==> config.mk <==
export PLATFORM = sky130hd
export DESIGN_NAME = timed_command_slot_pool
export DESIGN_NICKNAME = d
export VERILOG_FILES = /design/src/sv/tcsp_pkg.sv /design/src/sv/tcsp_ram.sv /design/src/sv/timed_command_slot_pool.sv
export SDC_FILE = /design/constraint.sdc
export NUM_CORES = 2
export LEC_CHECK = 0
export ABC_CLOCK_PERIOD_IN_PS = 6700
export BUFFER_PORTS_ARGS = -buffer_cell sky130_fd_sc_hd__buf_2
export CAP_MARGIN = 10
export CELL_PAD_IN_SITES_DETAIL_PLACEMENT = 1
export CELL_PAD_IN_SITES_GLOBAL_PLACEMENT = 1
export CORE_ASPECT_RATIO = 0.6
export CORE_MARGIN = 2
export CORE_UTILIZATION = 48
export CTS_CLUSTER_DIAMETER = 80
export DETAILED_ROUTE_END_ITERATION = 10
export PLACE_DENSITY_LB_ADDON = 0.1
export SETUP_SLACK_MARGIN = 0.2
export SYNTH_ARGS = -nofsm -noshare
export SYNTH_HDL_FRONTEND = slang
export SYNTH_SLANG_ARGS = --single-unit
==> constraint.sdc <==
create_clock -name clock -period 6.7 [get_ports clock]
set_input_delay 1.34 -clock clock [delete_from_list [all_inputs] [get_ports clock]]
set_output_delay 1.34 -clock clock [all_outputs]
set_load 0.01 [all_outputs]
==> src/sv/tcsp_pkg.sv <==
// Package with the shared constants, types and helper functions of the command slot pool.
`timescale 1ns / 1ps

package tcsp_pkg;

   localparam int POOL_SLOTS    = 16;
   localparam int SLOT_W        = $clog2(POOL_SLOTS);
   localparam int MAX_FIRED     = 16;
   localparam int FIRE_CNT_W    = $clog2(MAX_FIRED + 1);
   localparam int MS_PER_SECOND = 1000;
   localparam int DUE_W         = 32;
   localparam int PROD_W        = 18;

   typedef enum logic [1:0] {
      MODE_OBTAIN = 2'd0,
      MODE_SUBMIT = 2'd1,
      MODE_SCAN   = 2'd2
   } mode_type;

   typedef enum logic [1:0] {
      KIND_OBTAIN = 2'd0,
      KIND_SUBMIT = 2'd1,
      KIND_FIRED  = 2'd2,
      KIND_DONE   = 2'd3
   } kind_type;

   typedef enum logic {
      REG_EXEC_ENABLE = 1'b0,
      REG_CANCEL_CODE = 1'b1
   } reg_index_type;

   // One slot as it is kept in the slot memory.
   typedef struct packed {
      logic [DUE_W-1:0] due;
      logic [7:0]       repeats;
      logic [7:0]       delay;
      logic [7:0]       action;
      logic [7:0]       target;
      logic [7:0]       id;
   } slot_entry_type;

   typedef struct packed {
      kind_type   kind;
      logic       ok;
      logic [3:0] slot;
      logic [7:0] id;
      logic [7:0] target;
      logic [7:0] action;
      logic       last;
   } rsp_item_type;

   // Due time of a command that is scheduled now with the given delay in seconds.
   function automatic logic [DUE_W-1:0] sched_due(input logic [DUE_W-1:0] now,
                                                  input logic [7:0] delay);
      logic [PROD_W-1:0] prod;
      prod = PROD_W'(delay) * PROD_W'(MS_PER_SECOND);
      return now + DUE_W'(prod);
   endfunction

   function automatic rsp_item_type make_rsp(input kind_type kind, input logic ok,
                                             input logic [3:0] slot, input logic [7:0] id,
                                             input logic [7:0] target,
                                             input logic [7:0] action, input logic last);
      rsp_item_type r;
      r.kind   = kind;
      r.ok     = ok;
      r.slot   = slot;
      r.id     = id;
      r.target = target;
      r.action = action;
      r.last   = last;
      return r;
   endfunction

endpackage

==> src/sv/tcsp_ram.sv <==
// Generic single-port-write, single-port-read RAM with a registered read.
`timescale 1ns / 1ps

module tcsp_ram #(
   parameter int WIDTH = 8,
   parameter int DEPTH = 16,
   localparam int ADDR_W = $clog2(DEPTH)
) (
   input  logic              clock,
   input  logic              wr_en,
   input  logic [ADDR_W-1:0] wr_addr,
   input  logic [WIDTH-1:0]  wr_data,
   input  logic              rd_en,
   input  logic [ADDR_W-1:0] rd_addr,
   output logic [WIDTH-1:0]  rd_data
);

   logic [WIDTH-1:0] mem_ff [DEPTH];
   logic [WIDTH-1:0] rd_data_ff;

   always_ff @(posedge clock) begin
      if (wr_en) begin
         mem_ff[wr_addr] <= wr_data;
      end
      if (rd_en) begin
         rd_data_ff <= mem_ff[rd_addr];
      end
   end

   assign rd_data = rd_data_ff;

endmodule

==> src/sv/timed_command_slot_pool.sv <==
// Top level of the timed command slot pool: control sequencer, slot memory and register port.
//
//  channel | direction | handshake           | contents
//  req     | in        | req_tvalid/tready   | tuser: mode; tdata: slot, command, now_ms
//  rsp     | out       | rsp_tvalid/tready   | tuser: kind; tdata: ok, slot, fired fields
//  csr     | in        | APB psel/penable    | exec_enable at 0x0, cancel_code at 0x4
//
// One item is worked on at a time. During a scan, each cancellation with a nonzero id searches
// the slot memory for a command with that id through the single memory read port. Reset clears
// the valid bits, so no clearing pass is needed. A stalled result holds the sequencer in place
// until the result register frees up.
`timescale 1ns / 1ps

module timed_command_slot_pool
   import tcsp_pkg::*;
(
   input  logic        clock,
   input  logic        reset,
   input  logic        req_tvalid,
   output logic        req_tready,
   // tdata from bit 0: slot[3:0], cmd_id[11:4], target_code[19:12], action_code[27:20],
   // delay_seconds[35:28], repeat_count[43:36], now_ms[75:44], zero fill[79:76]
   input  logic [79:0] req_tdata,
   // tuser: mode[1:0]
   input  logic [1:0]  req_tuser,
   output logic        rsp_tvalid,
   input  logic        rsp_tready,
   // tdata from bit 0: ok[0], slot_out[4:1], fired_id[12:5], fired_target[20:13],
   // fired_action[28:21], zero fill[31:29]
   output logic [31:0] rsp_tdata,
   // tuser: kind[1:0]
   output logic [1:0]  rsp_tuser,
   output logic        rsp_tlast,
   input  logic        csr_psel,
   input  logic        csr_penable,
   input  logic        csr_pwrite,
   input  logic [2:0]  csr_paddr,
   input  logic [31:0] csr_pwdata,
   output logic [31:0] csr_prdata,
   output logic        csr_pready
);

   localparam logic [SLOT_W-1:0] LAST_SLOT = SLOT_W'(POOL_SLOTS - 1);

   typedef enum logic [3:0] {
      ST_IDLE,
      ST_OBT_HINT,
      ST_OBT_WALK,
      ST_SUBMIT,
      ST_SCAN_RD,
      ST_SCAN_EVAL,
      ST_CAN_RD,
      ST_CAN_CMP,
      ST_DONE
   } state_type;

   state_type             state_ff;
   logic [SLOT_W-1:0]     slot_idx_ff;
   logic [SLOT_W-1:0]     srch_idx_ff;
   logic [SLOT_W-1:0]     hint_ff;
   logic [FIRE_CNT_W-1:0] fire_cnt_ff;
   logic [POOL_SLOTS-1:0] valid_ff;
   logic [7:0]            cur_id_ff;

   logic [3:0]       req_slot_ff;
   logic [7:0]       req_id_ff;
   logic [7:0]       req_target_ff;
   logic [7:0]       req_action_ff;
   logic [7:0]       req_delay_ff;
   logic [7:0]       req_repeats_ff;
   logic [DUE_W-1:0] now_ff;

   logic         rsp_valid_ff;
   rsp_item_type rsp_ff;

   logic       exec_enable_ff;
   logic [7:0] cancel_code_ff;

   logic              out_free;
   logic              last_slot;
   logic              last_srch;
   logic              sub_in_range;
   logic              sub_accept;
   logic [SLOT_W-1:0] sub_addr;
   logic              resched;
   logic              csr_write;

   logic                        ram_wr_en;
   logic [SLOT_W-1:0]           ram_wr_addr;
   slot_entry_type              ram_wr_entry;
   logic                        ram_rd_en;
   logic [SLOT_W-1:0]           ram_rd_addr;
   logic [$bits(slot_entry_type)-1:0] ram_rd_data;
   slot_entry_type              rd_entry;

   function automatic logic [SLOT_W-1:0] wrap_next(input logic [SLOT_W-1:0] x);
      return (x == LAST_SLOT) ? '0 : x + 1'b1;
   endfunction

   assign out_free     = !rsp_valid_ff || rsp_tready;
   assign last_slot    = (slot_idx_ff == LAST_SLOT);
   assign last_srch    = (srch_idx_ff == LAST_SLOT);
   assign sub_in_range = (32'(req_slot_ff) < POOL_SLOTS);
   assign sub_accept   = sub_in_range && (req_target_ff != 8'd0) && (req_action_ff != 8'd0);
   assign sub_addr     = SLOT_W'(req_slot_ff);
   assign rd_entry     = slot_entry_type'(ram_rd_data);

   // A timed command that is due and still has repeats gets written back in place.
   assign resched = (state_ff == ST_SCAN_EVAL) && out_free
                    && (rd_entry.action != cancel_code_ff) && (rd_entry.delay != 8'd0)
                    && (rd_entry.due <= now_ff) && (rd_entry.repeats != 8'd0);

   always_comb begin
      ram_wr_en    = 1'b0;
      ram_wr_addr  = sub_addr;
      ram_wr_entry = rd_entry;
      if ((state_ff == ST_SUBMIT) && out_free && sub_accept) begin
         ram_wr_en            = 1'b1;
         ram_wr_entry.id      = req_id_ff;
         ram_wr_entry.target  = req_target_ff;
         ram_wr_entry.action  = req_action_ff;
         ram_wr_entry.delay   = req_delay_ff;
         ram_wr_entry.repeats = req_repeats_ff;
         ram_wr_entry.due     = (req_delay_ff != 8'd0) ? sched_due(now_ff, req_delay_ff) : '0;
      end else if (resched) begin
         ram_wr_en            = 1'b1;
         ram_wr_addr          = slot_idx_ff;
         ram_wr_entry.due     = sched_due(now_ff, rd_entry.delay);
         ram_wr_entry.repeats = rd_entry.repeats - 8'd1;
      end
   end

   assign ram_rd_en   = (state_ff == ST_SCAN_RD) || (state_ff == ST_CAN_RD);
   assign ram_rd_addr = (state_ff == ST_CAN_RD) ? srch_idx_ff : slot_idx_ff;

   tcsp_ram #(
      .WIDTH($bits(slot_entry_type)),
      .DEPTH(POOL_SLOTS)
   ) u_slot_ram (
      .clock  (clock),
      .wr_en  (ram_wr_en),
      .wr_addr(ram_wr_addr),
      .wr_data(ram_wr_entry),
      .rd_en  (ram_rd_en),
      .rd_addr(ram_rd_addr),
      .rd_data(ram_rd_data)
   );

   assign req_tready = (state_ff == ST_IDLE);

   always_ff @(posedge clock) begin
      if (reset) begin
         state_ff     <= ST_IDLE;
         slot_idx_ff  <= '0;
         srch_idx_ff  <= '0;
         hint_ff      <= '0;
         fire_cnt_ff  <= '0;
         valid_ff     <= '0;
         rsp_valid_ff <= 1'b0;
      end else begin
         if (rsp_tready) begin
            rsp_valid_ff <= 1'b0;
         end
         case (state_ff)
            ST_IDLE: begin
               if (req_tvalid) begin
                  req_slot_ff    <= req_tdata[3:0];
                  req_id_ff      <= req_tdata[11:4];
                  req_target_ff  <= req_tdata[19:12];
                  req_action_ff  <= req_tdata[27:20];
                  req_delay_ff   <= req_tdata[35:28];
                  req_repeats_ff <= req_tdata[43:36];
                  now_ff         <= req_tdata[75:44];
                  slot_idx_ff    <= '0;
                  fire_cnt_ff    <= '0;
                  case (mode_type'(req_tuser))
                     MODE_OBTAIN: state_ff <= ST_OBT_HINT;
                     MODE_SUBMIT: state_ff <= ST_SUBMIT;
                     MODE_SCAN:   state_ff <= exec_enable_ff ? ST_SCAN_RD : ST_DONE;
                     default:     state_ff <= ST_IDLE;
                  endcase
               end
            end
            ST_OBT_HINT: begin
               if (valid_ff[hint_ff]) begin
                  hint_ff  <= wrap_next(hint_ff);
                  state_ff <= ST_OBT_WALK;
               end else if (out_free) begin
                  rsp_valid_ff <= 1'b1;
                  rsp_ff       <= make_rsp(KIND_OBTAIN, 1'b1, 4'(hint_ff), 8'd0, 8'd0,
                                           8'd0, 1'b1);
                  hint_ff      <= wrap_next(hint_ff);
                  state_ff     <= ST_IDLE;
               end
            end
            ST_OBT_WALK: begin
               if (!valid_ff[slot_idx_ff]) begin
                  if (out_free) begin
                     rsp_valid_ff <= 1'b1;
                     rsp_ff       <= make_rsp(KIND_OBTAIN, 1'b1, 4'(slot_idx_ff), 8'd0, 8'd0,
                                              8'd0, 1'b1);
                     hint_ff      <= wrap_next(slot_idx_ff);
                     state_ff     <= ST_IDLE;
                  end
               end else if (last_slot) begin
                  if (out_free) begin
                     rsp_valid_ff <= 1'b1;
                     rsp_ff       <= make_rsp(KIND_OBTAIN, 1'b0, 4'd0, 8'd0, 8'd0, 8'd0, 1'b1);
                     state_ff     <= ST_IDLE;
                  end
               end else begin
                  slot_idx_ff <= slot_idx_ff + 1'b1;
               end
            end
            ST_SUBMIT: begin
               if (out_free) begin
                  if (sub_in_range) begin
                     valid_ff[sub_addr] <= sub_accept;
                  end
                  rsp_valid_ff <= 1'b1;
                  rsp_ff       <= make_rsp(KIND_SUBMIT, sub_accept, req_slot_ff, 8'd0, 8'd0,
                                           8'd0, 1'b1);
                  state_ff     <= ST_IDLE;
               end
            end
            ST_SCAN_RD: begin
               if (fire_cnt_ff == FIRE_CNT_W'(MAX_FIRED)) begin
                  state_ff <= ST_DONE;
               end else if (valid_ff[slot_idx_ff]) begin
                  state_ff <= ST_SCAN_EVAL;
               end else begin
                  slot_idx_ff <= slot_idx_ff + 1'b1;
                  state_ff    <= last_slot ? ST_DONE : ST_SCAN_RD;
               end
            end
            ST_SCAN_EVAL: begin
               if (rd_entry.action == cancel_code_ff) begin
                  if (rd_entry.id != 8'd0) begin
                     cur_id_ff   <= rd_entry.id;
                     srch_idx_ff <= '0;
                     state_ff    <= ST_CAN_RD;
                  end else begin
                     valid_ff[slot_idx_ff] <= 1'b0;
                     slot_idx_ff           <= slot_idx_ff + 1'b1;
                     state_ff              <= last_slot ? ST_DONE : ST_SCAN_RD;
                  end
               end else if (rd_entry.delay == 8'd0 && rd_entry.repeats != 8'd0) begin
                  // An untimed repeating command is dropped without firing.
                  valid_ff[slot_idx_ff] <= 1'b0;
                  slot_idx_ff           <= slot_idx_ff + 1'b1;
                  state_ff              <= last_slot ? ST_DONE : ST_SCAN_RD;
               end else if (rd_entry.delay == 8'd0 || rd_entry.due <= now_ff) begin
                  if (out_free) begin
                     rsp_valid_ff <= 1'b1;
                     rsp_ff       <= make_rsp(KIND_FIRED, 1'b0, 4'(slot_idx_ff), rd_entry.id,
                                              rd_entry.target, rd_entry.action, 1'b0);
                     fire_cnt_ff  <= fire_cnt_ff + 1'b1;
                     if (rd_entry.delay == 8'd0 || rd_entry.repeats == 8'd0) begin
                        valid_ff[slot_idx_ff] <= 1'b0;
                     end
                     slot_idx_ff <= slot_idx_ff + 1'b1;
                     state_ff    <= last_slot ? ST_DONE : ST_SCAN_RD;
                  end
               end else begin
                  slot_idx_ff <= slot_idx_ff + 1'b1;
                  state_ff    <= last_slot ? ST_DONE : ST_SCAN_RD;
               end
            end
            ST_CAN_RD: begin
               if (srch_idx_ff == slot_idx_ff || !valid_ff[srch_idx_ff]) begin
                  if (last_srch) begin
                     valid_ff[slot_idx_ff] <= 1'b0;
                     slot_idx_ff           <= slot_idx_ff + 1'b1;
                     state_ff              <= last_slot ? ST_DONE : ST_SCAN_RD;
                  end else begin
                     srch_idx_ff <= srch_idx_ff + 1'b1;
                  end
               end else begin
                  state_ff <= ST_CAN_CMP;
               end
            end
            ST_CAN_CMP: begin
               if (rd_entry.id == cur_id_ff || last_srch) begin
                  if (rd_entry.id == cur_id_ff) begin
                     valid_ff[srch_idx_ff] <= 1'b0;
                  end
                  valid_ff[slot_idx_ff] <= 1'b0;
                  slot_idx_ff           <= slot_idx_ff + 1'b1;
                  state_ff              <= last_slot ? ST_DONE : ST_SCAN_RD;
               end else begin
                  srch_idx_ff <= srch_idx_ff + 1'b1;
                  state_ff    <= ST_CAN_RD;
               end
            end
            ST_DONE: begin
               if (out_free) begin
                  rsp_valid_ff <= 1'b1;
                  rsp_ff       <= make_rsp(KIND_DONE, 1'b0, 4'd0, 8'd0, 8'd0, 8'd0, 1'b1);
                  state_ff     <= ST_IDLE;
               end
            end
            default: begin
               state_ff <= ST_IDLE;
            end
         endcase
      end
   end

   assign rsp_tvalid = rsp_valid_ff;
   assign rsp_tuser  = rsp_ff.kind;
   assign rsp_tlast  = rsp_ff.last;
   assign rsp_tdata  = {3'b000, rsp_ff.action, rsp_ff.target, rsp_ff.id, rsp_ff.slot,
                        rsp_ff.ok};

   // Register port: the index is the word address, the low address bits are ignored.
   assign csr_pready = 1'b1;
   assign csr_write  = csr_psel && csr_penable && csr_pwrite;

   always_ff @(posedge clock) begin
      if (reset) begin
         exec_enable_ff <= 1'b1;
         cancel_code_ff <= 8'hff;
      end else if (csr_write) begin
         case (reg_index_type'(csr_paddr[2]))
            REG_EXEC_ENABLE: exec_enable_ff <= csr_pwdata[0];
            REG_CANCEL_CODE: cancel_code_ff <= csr_pwdata[7:0];
            default: begin
            end
         endcase
      end
   end

   always_comb begin
      case (reg_index_type'(csr_paddr[2]))
         REG_EXEC_ENABLE: csr_prdata = {31'd0, exec_enable_ff};
         REG_CANCEL_CODE: csr_prdata = {24'd0, cancel_code_ff};
         default:         csr_prdata = 32'd0;
      endcase
   end

endmodule
==> summary.txt <==
Power
  – Leakage: 23.8 nW
  – Power per cell area: around 320 nW/um^2
  – Worst vdd ir: 264 uV

Global routing
  – Grt ovf: 0
  – Largest net degree at the start of global routing: 145
  – GRT Total Usage: 0.263
  – Vias in the first global route: 36600
  – Initial antenna violation count: 2
  – First-pass GRT wire length: 250 mm

Drt
  – Routed WL: around 170 mm
  – Post-DR wirelength/cell: between 20 and 30 um
  – Initial DRC count: approximately 3300
  – DRT antenna net count: 0
  – DRT Pass-1 Iters: 5
  – Post-route DRC: 0
  – DR vias/cell: a little over 6
  – Vias: ~35000

Worst hold path
  – Worst hold path startpoint: cancel_code_ff[0]$_SDFFE_PP1P_
  – Worst Hold Class: flop to flop

Place
  – HPWL Detailed: between 90 and 100 mm
  – Pre-CTS WS: -0.203 ns
  – Final Wtd Congestion: approximately 0.84
  – Placed cell area: 64100 um^2
  – Port bufs: 135

Critical path
  – Maximum fanout along the worst path: 8
  – Startpoint types: flop
  – Crit path from: u_slot_ram.rd_data[25]$_DFFE_PN_
  – R2r startpoint: u_slot_ram.rd_data[25]$_DFFE_PN_
  – Required time worst endpoint: 7.20 ns
  – Setup CP Type: flop to flop
  – Max stage delay on crit path: between 0.6 and 0.7 ns
  – Slowest CP cell: fa_2
  – Setup crit end kind: flop
  – CP arrival: 6.83 ns

Cells and area
  – Fin nets: 4234
  – Synth-to-Final Area Change: 14.1%
  – Fin area: about 69000 um^2
  – Final Util: 0.555
  – ANT cells: 0
  – Layout cells sized above 1: 0.228

Clock tree
  – Cts bufs inserted: about 130
  – Worst-Skew Late Latency: 0.77 ns
  – Root buf cell: clkbuf_16
  – CTS tree: yes
  – # clock sinks: 1387
  – H-tree depth: 4
  – Clock Path Buffers: 3
  – Clock slew at reported path FFs: approximately 0.070 ns
  – Hold buffer count at cts: 0

STA
  – RSZ-0062 raised after global routing: no
  – Crit path time final: approximately 6.3 ns
  – Setup ws final: approximately 0.36 ns
  – Fmax: 158 MHz
  – Setup Viol. Count Final: 0
  – Final Skew: 0.0419 ns
  – Worst-Margin Slew: around 1.2 ns
  – Hold Fails Final Rpt: 0
  – Period utilization: 0.946
  – Fin. max-slew vios: 0
  – Relative max-transition margin: 0.199

Floorplanning
  – Core box area: roughly 120000 um^2
  – DIE HEIGHT: 279 um
  – Die area: about 130000 um^2
  – Top Ports: slightly below 200
  – Std-Cell Rows: 100
  – Initial Util: 0.486
  – Die width: roughly 460 um

Synthesis
  – Post-synthesis sequential area ratio: 0.680
  – Flops & latches, synth: approximately 1400
  – Synth cell types: between 80 and 90
  – Ys async rst share: 0
  – Post-synth top cells: edfxtp_1, nand2_1, mux4_2
  – Synthesized area per cell: 16.6 um^2
  – Ys flop type: edfxtp_1
  – Synth Warn #: 0
  – Synth top area cells: edfxtp_1, mux4_2, ha_1
  – Post-synth EDFFs: approximately 1300
  – Count leader, synth: edfxtp_1
  – Top-area cell type share of the netlist area: 0.664
  – Synth area leader: edfxtp_1
  – Synthesized cell area: 60600 um^2
  – Post-Synthesis Cells: 3640

Run status
  – Status: complete, no violations

Run
  – Max-cap violation count: 0
## critical path, delay by kind of cell, from the launching register on
family / cells / cell delay (ns)
buf+inv: 6 / 0.83
simple gates: 5 / 0.49
xor+xnor: 2 / 0.48
compound gates: 6 / 1.29
flops: 1 / 0.49
fa+ha+maj: 6 / 2.50
## timing repair
item / 4_1_cts / 5_1_grt
resized for setup: 23 / 78
cloned: 2 / 2
pin swaps: 0 / 41
buffers inserted: 6 / 16
endpoints found under the setup margin: 224 / 224
## power by group
part	leakage (nW)	switching, mW	total, mW	internal (mW)
Sequential	12.4	0.0878	9.72	9.63
Clock	2.10	3.36	7.54	4.18
Combinational	9.29	2.71	4.68	1.97
Total	23.8	6.16	21.9	15.8
## cell usage in the layout (no fill, tap or decap), drive strengths merged, types with 21 or more instances in the layout
cell / count
nor3: 27
fa: 44
mux4: 301
and3: 34
nand2: 329
nor2: 118
and2: 89
a211oi: 87
xnor2: 76
a31oi: 82
edfxtp: 1340
nand4: 21
o21ai: 97
a21oi: 83
clkinv: 59
inv: 141
o211ai: 32
conb: 28
buf: 306
clkbuf: 165
ha: 162
nand3: 72
dfxtp: 47
## flip-flops by register name (all words and copies together), names as in the netlist, 16 cells and up
name / count
now_ff: 32
u_slot_ram.mem_ff: 1152
rsp_tdata: 29
valid_ff: 16
u_slot_ram.rd_data: 72
## layer usage
layer,routed length (um),share of wire,track usage
met1,76700,0.45,0.392
met5,0,0,0
met4,3000,0.018,0.0621
met2,79100,0.47,0.410
met3,10600,0.063,0.0400
## logic make-up (layout without fill, tap and decap cells)
group,count (synthesis),count (layout),synth area share
AOI/OAI and AO/OA,501,501,0.0560
adders and majority gates,206,206,0.0480
muxes,322,322,0.115
and+or+nand+nor,787,787,0.0623
xor gates and xnor gates,95,95,0.0137
other,2,28,0.000124
buffers and inverters,340,686,0.0249
DFF,1387,1387,0.680
## path summary, 6_finish.rpt
path	endpoint	slack [ns]	cells after the start
setup reg to reg	u_slot_ram.mem_ff[8][58]$_DFFE_PP_	0.36	25
setup / recovery	u_slot_ram.mem_ff[8][58]$_DFFE_PP_	0.36	25
hold / removal	cancel_code_ff[0]$_SDFFE_PP1P_	0.51	2
hold reg to reg	cancel_code_ff[0]$_SDFFE_PP1P_	0.51	2
## layout make-up
type | instances | area, um^2
fillers | 11400 | 55500
flip-flops and latches | 1387 | 41200
multi-input cells | 1939 | 18600
clock buffers | 164 | 3530
repair buffers | 307 | 2360
well taps | 1683 | 2110
clock inverters | 78 | 795
inverters | 137 | 514
## per-stage QoR
stage / TNS [ns] / hold WS [ns] / power, mW / cells
2_1_floorplan: 0 / 0.462 / 12.4 / 3666
5_1_grt: 0 / 0.532 / 22.8 / 5695
3_3_place_gp: -17.36 / 0.484 / 13.7 / 5423
3_5_place_dp: -18.51 / 0.497 / 13.8 / 5423
4_1_cts: 0 / 0.504 / 21.5 / 5673
6_report: 0 / 0.506 / 21.9 / 5695
Note: power is estimated with default switching activity, not from simulation.
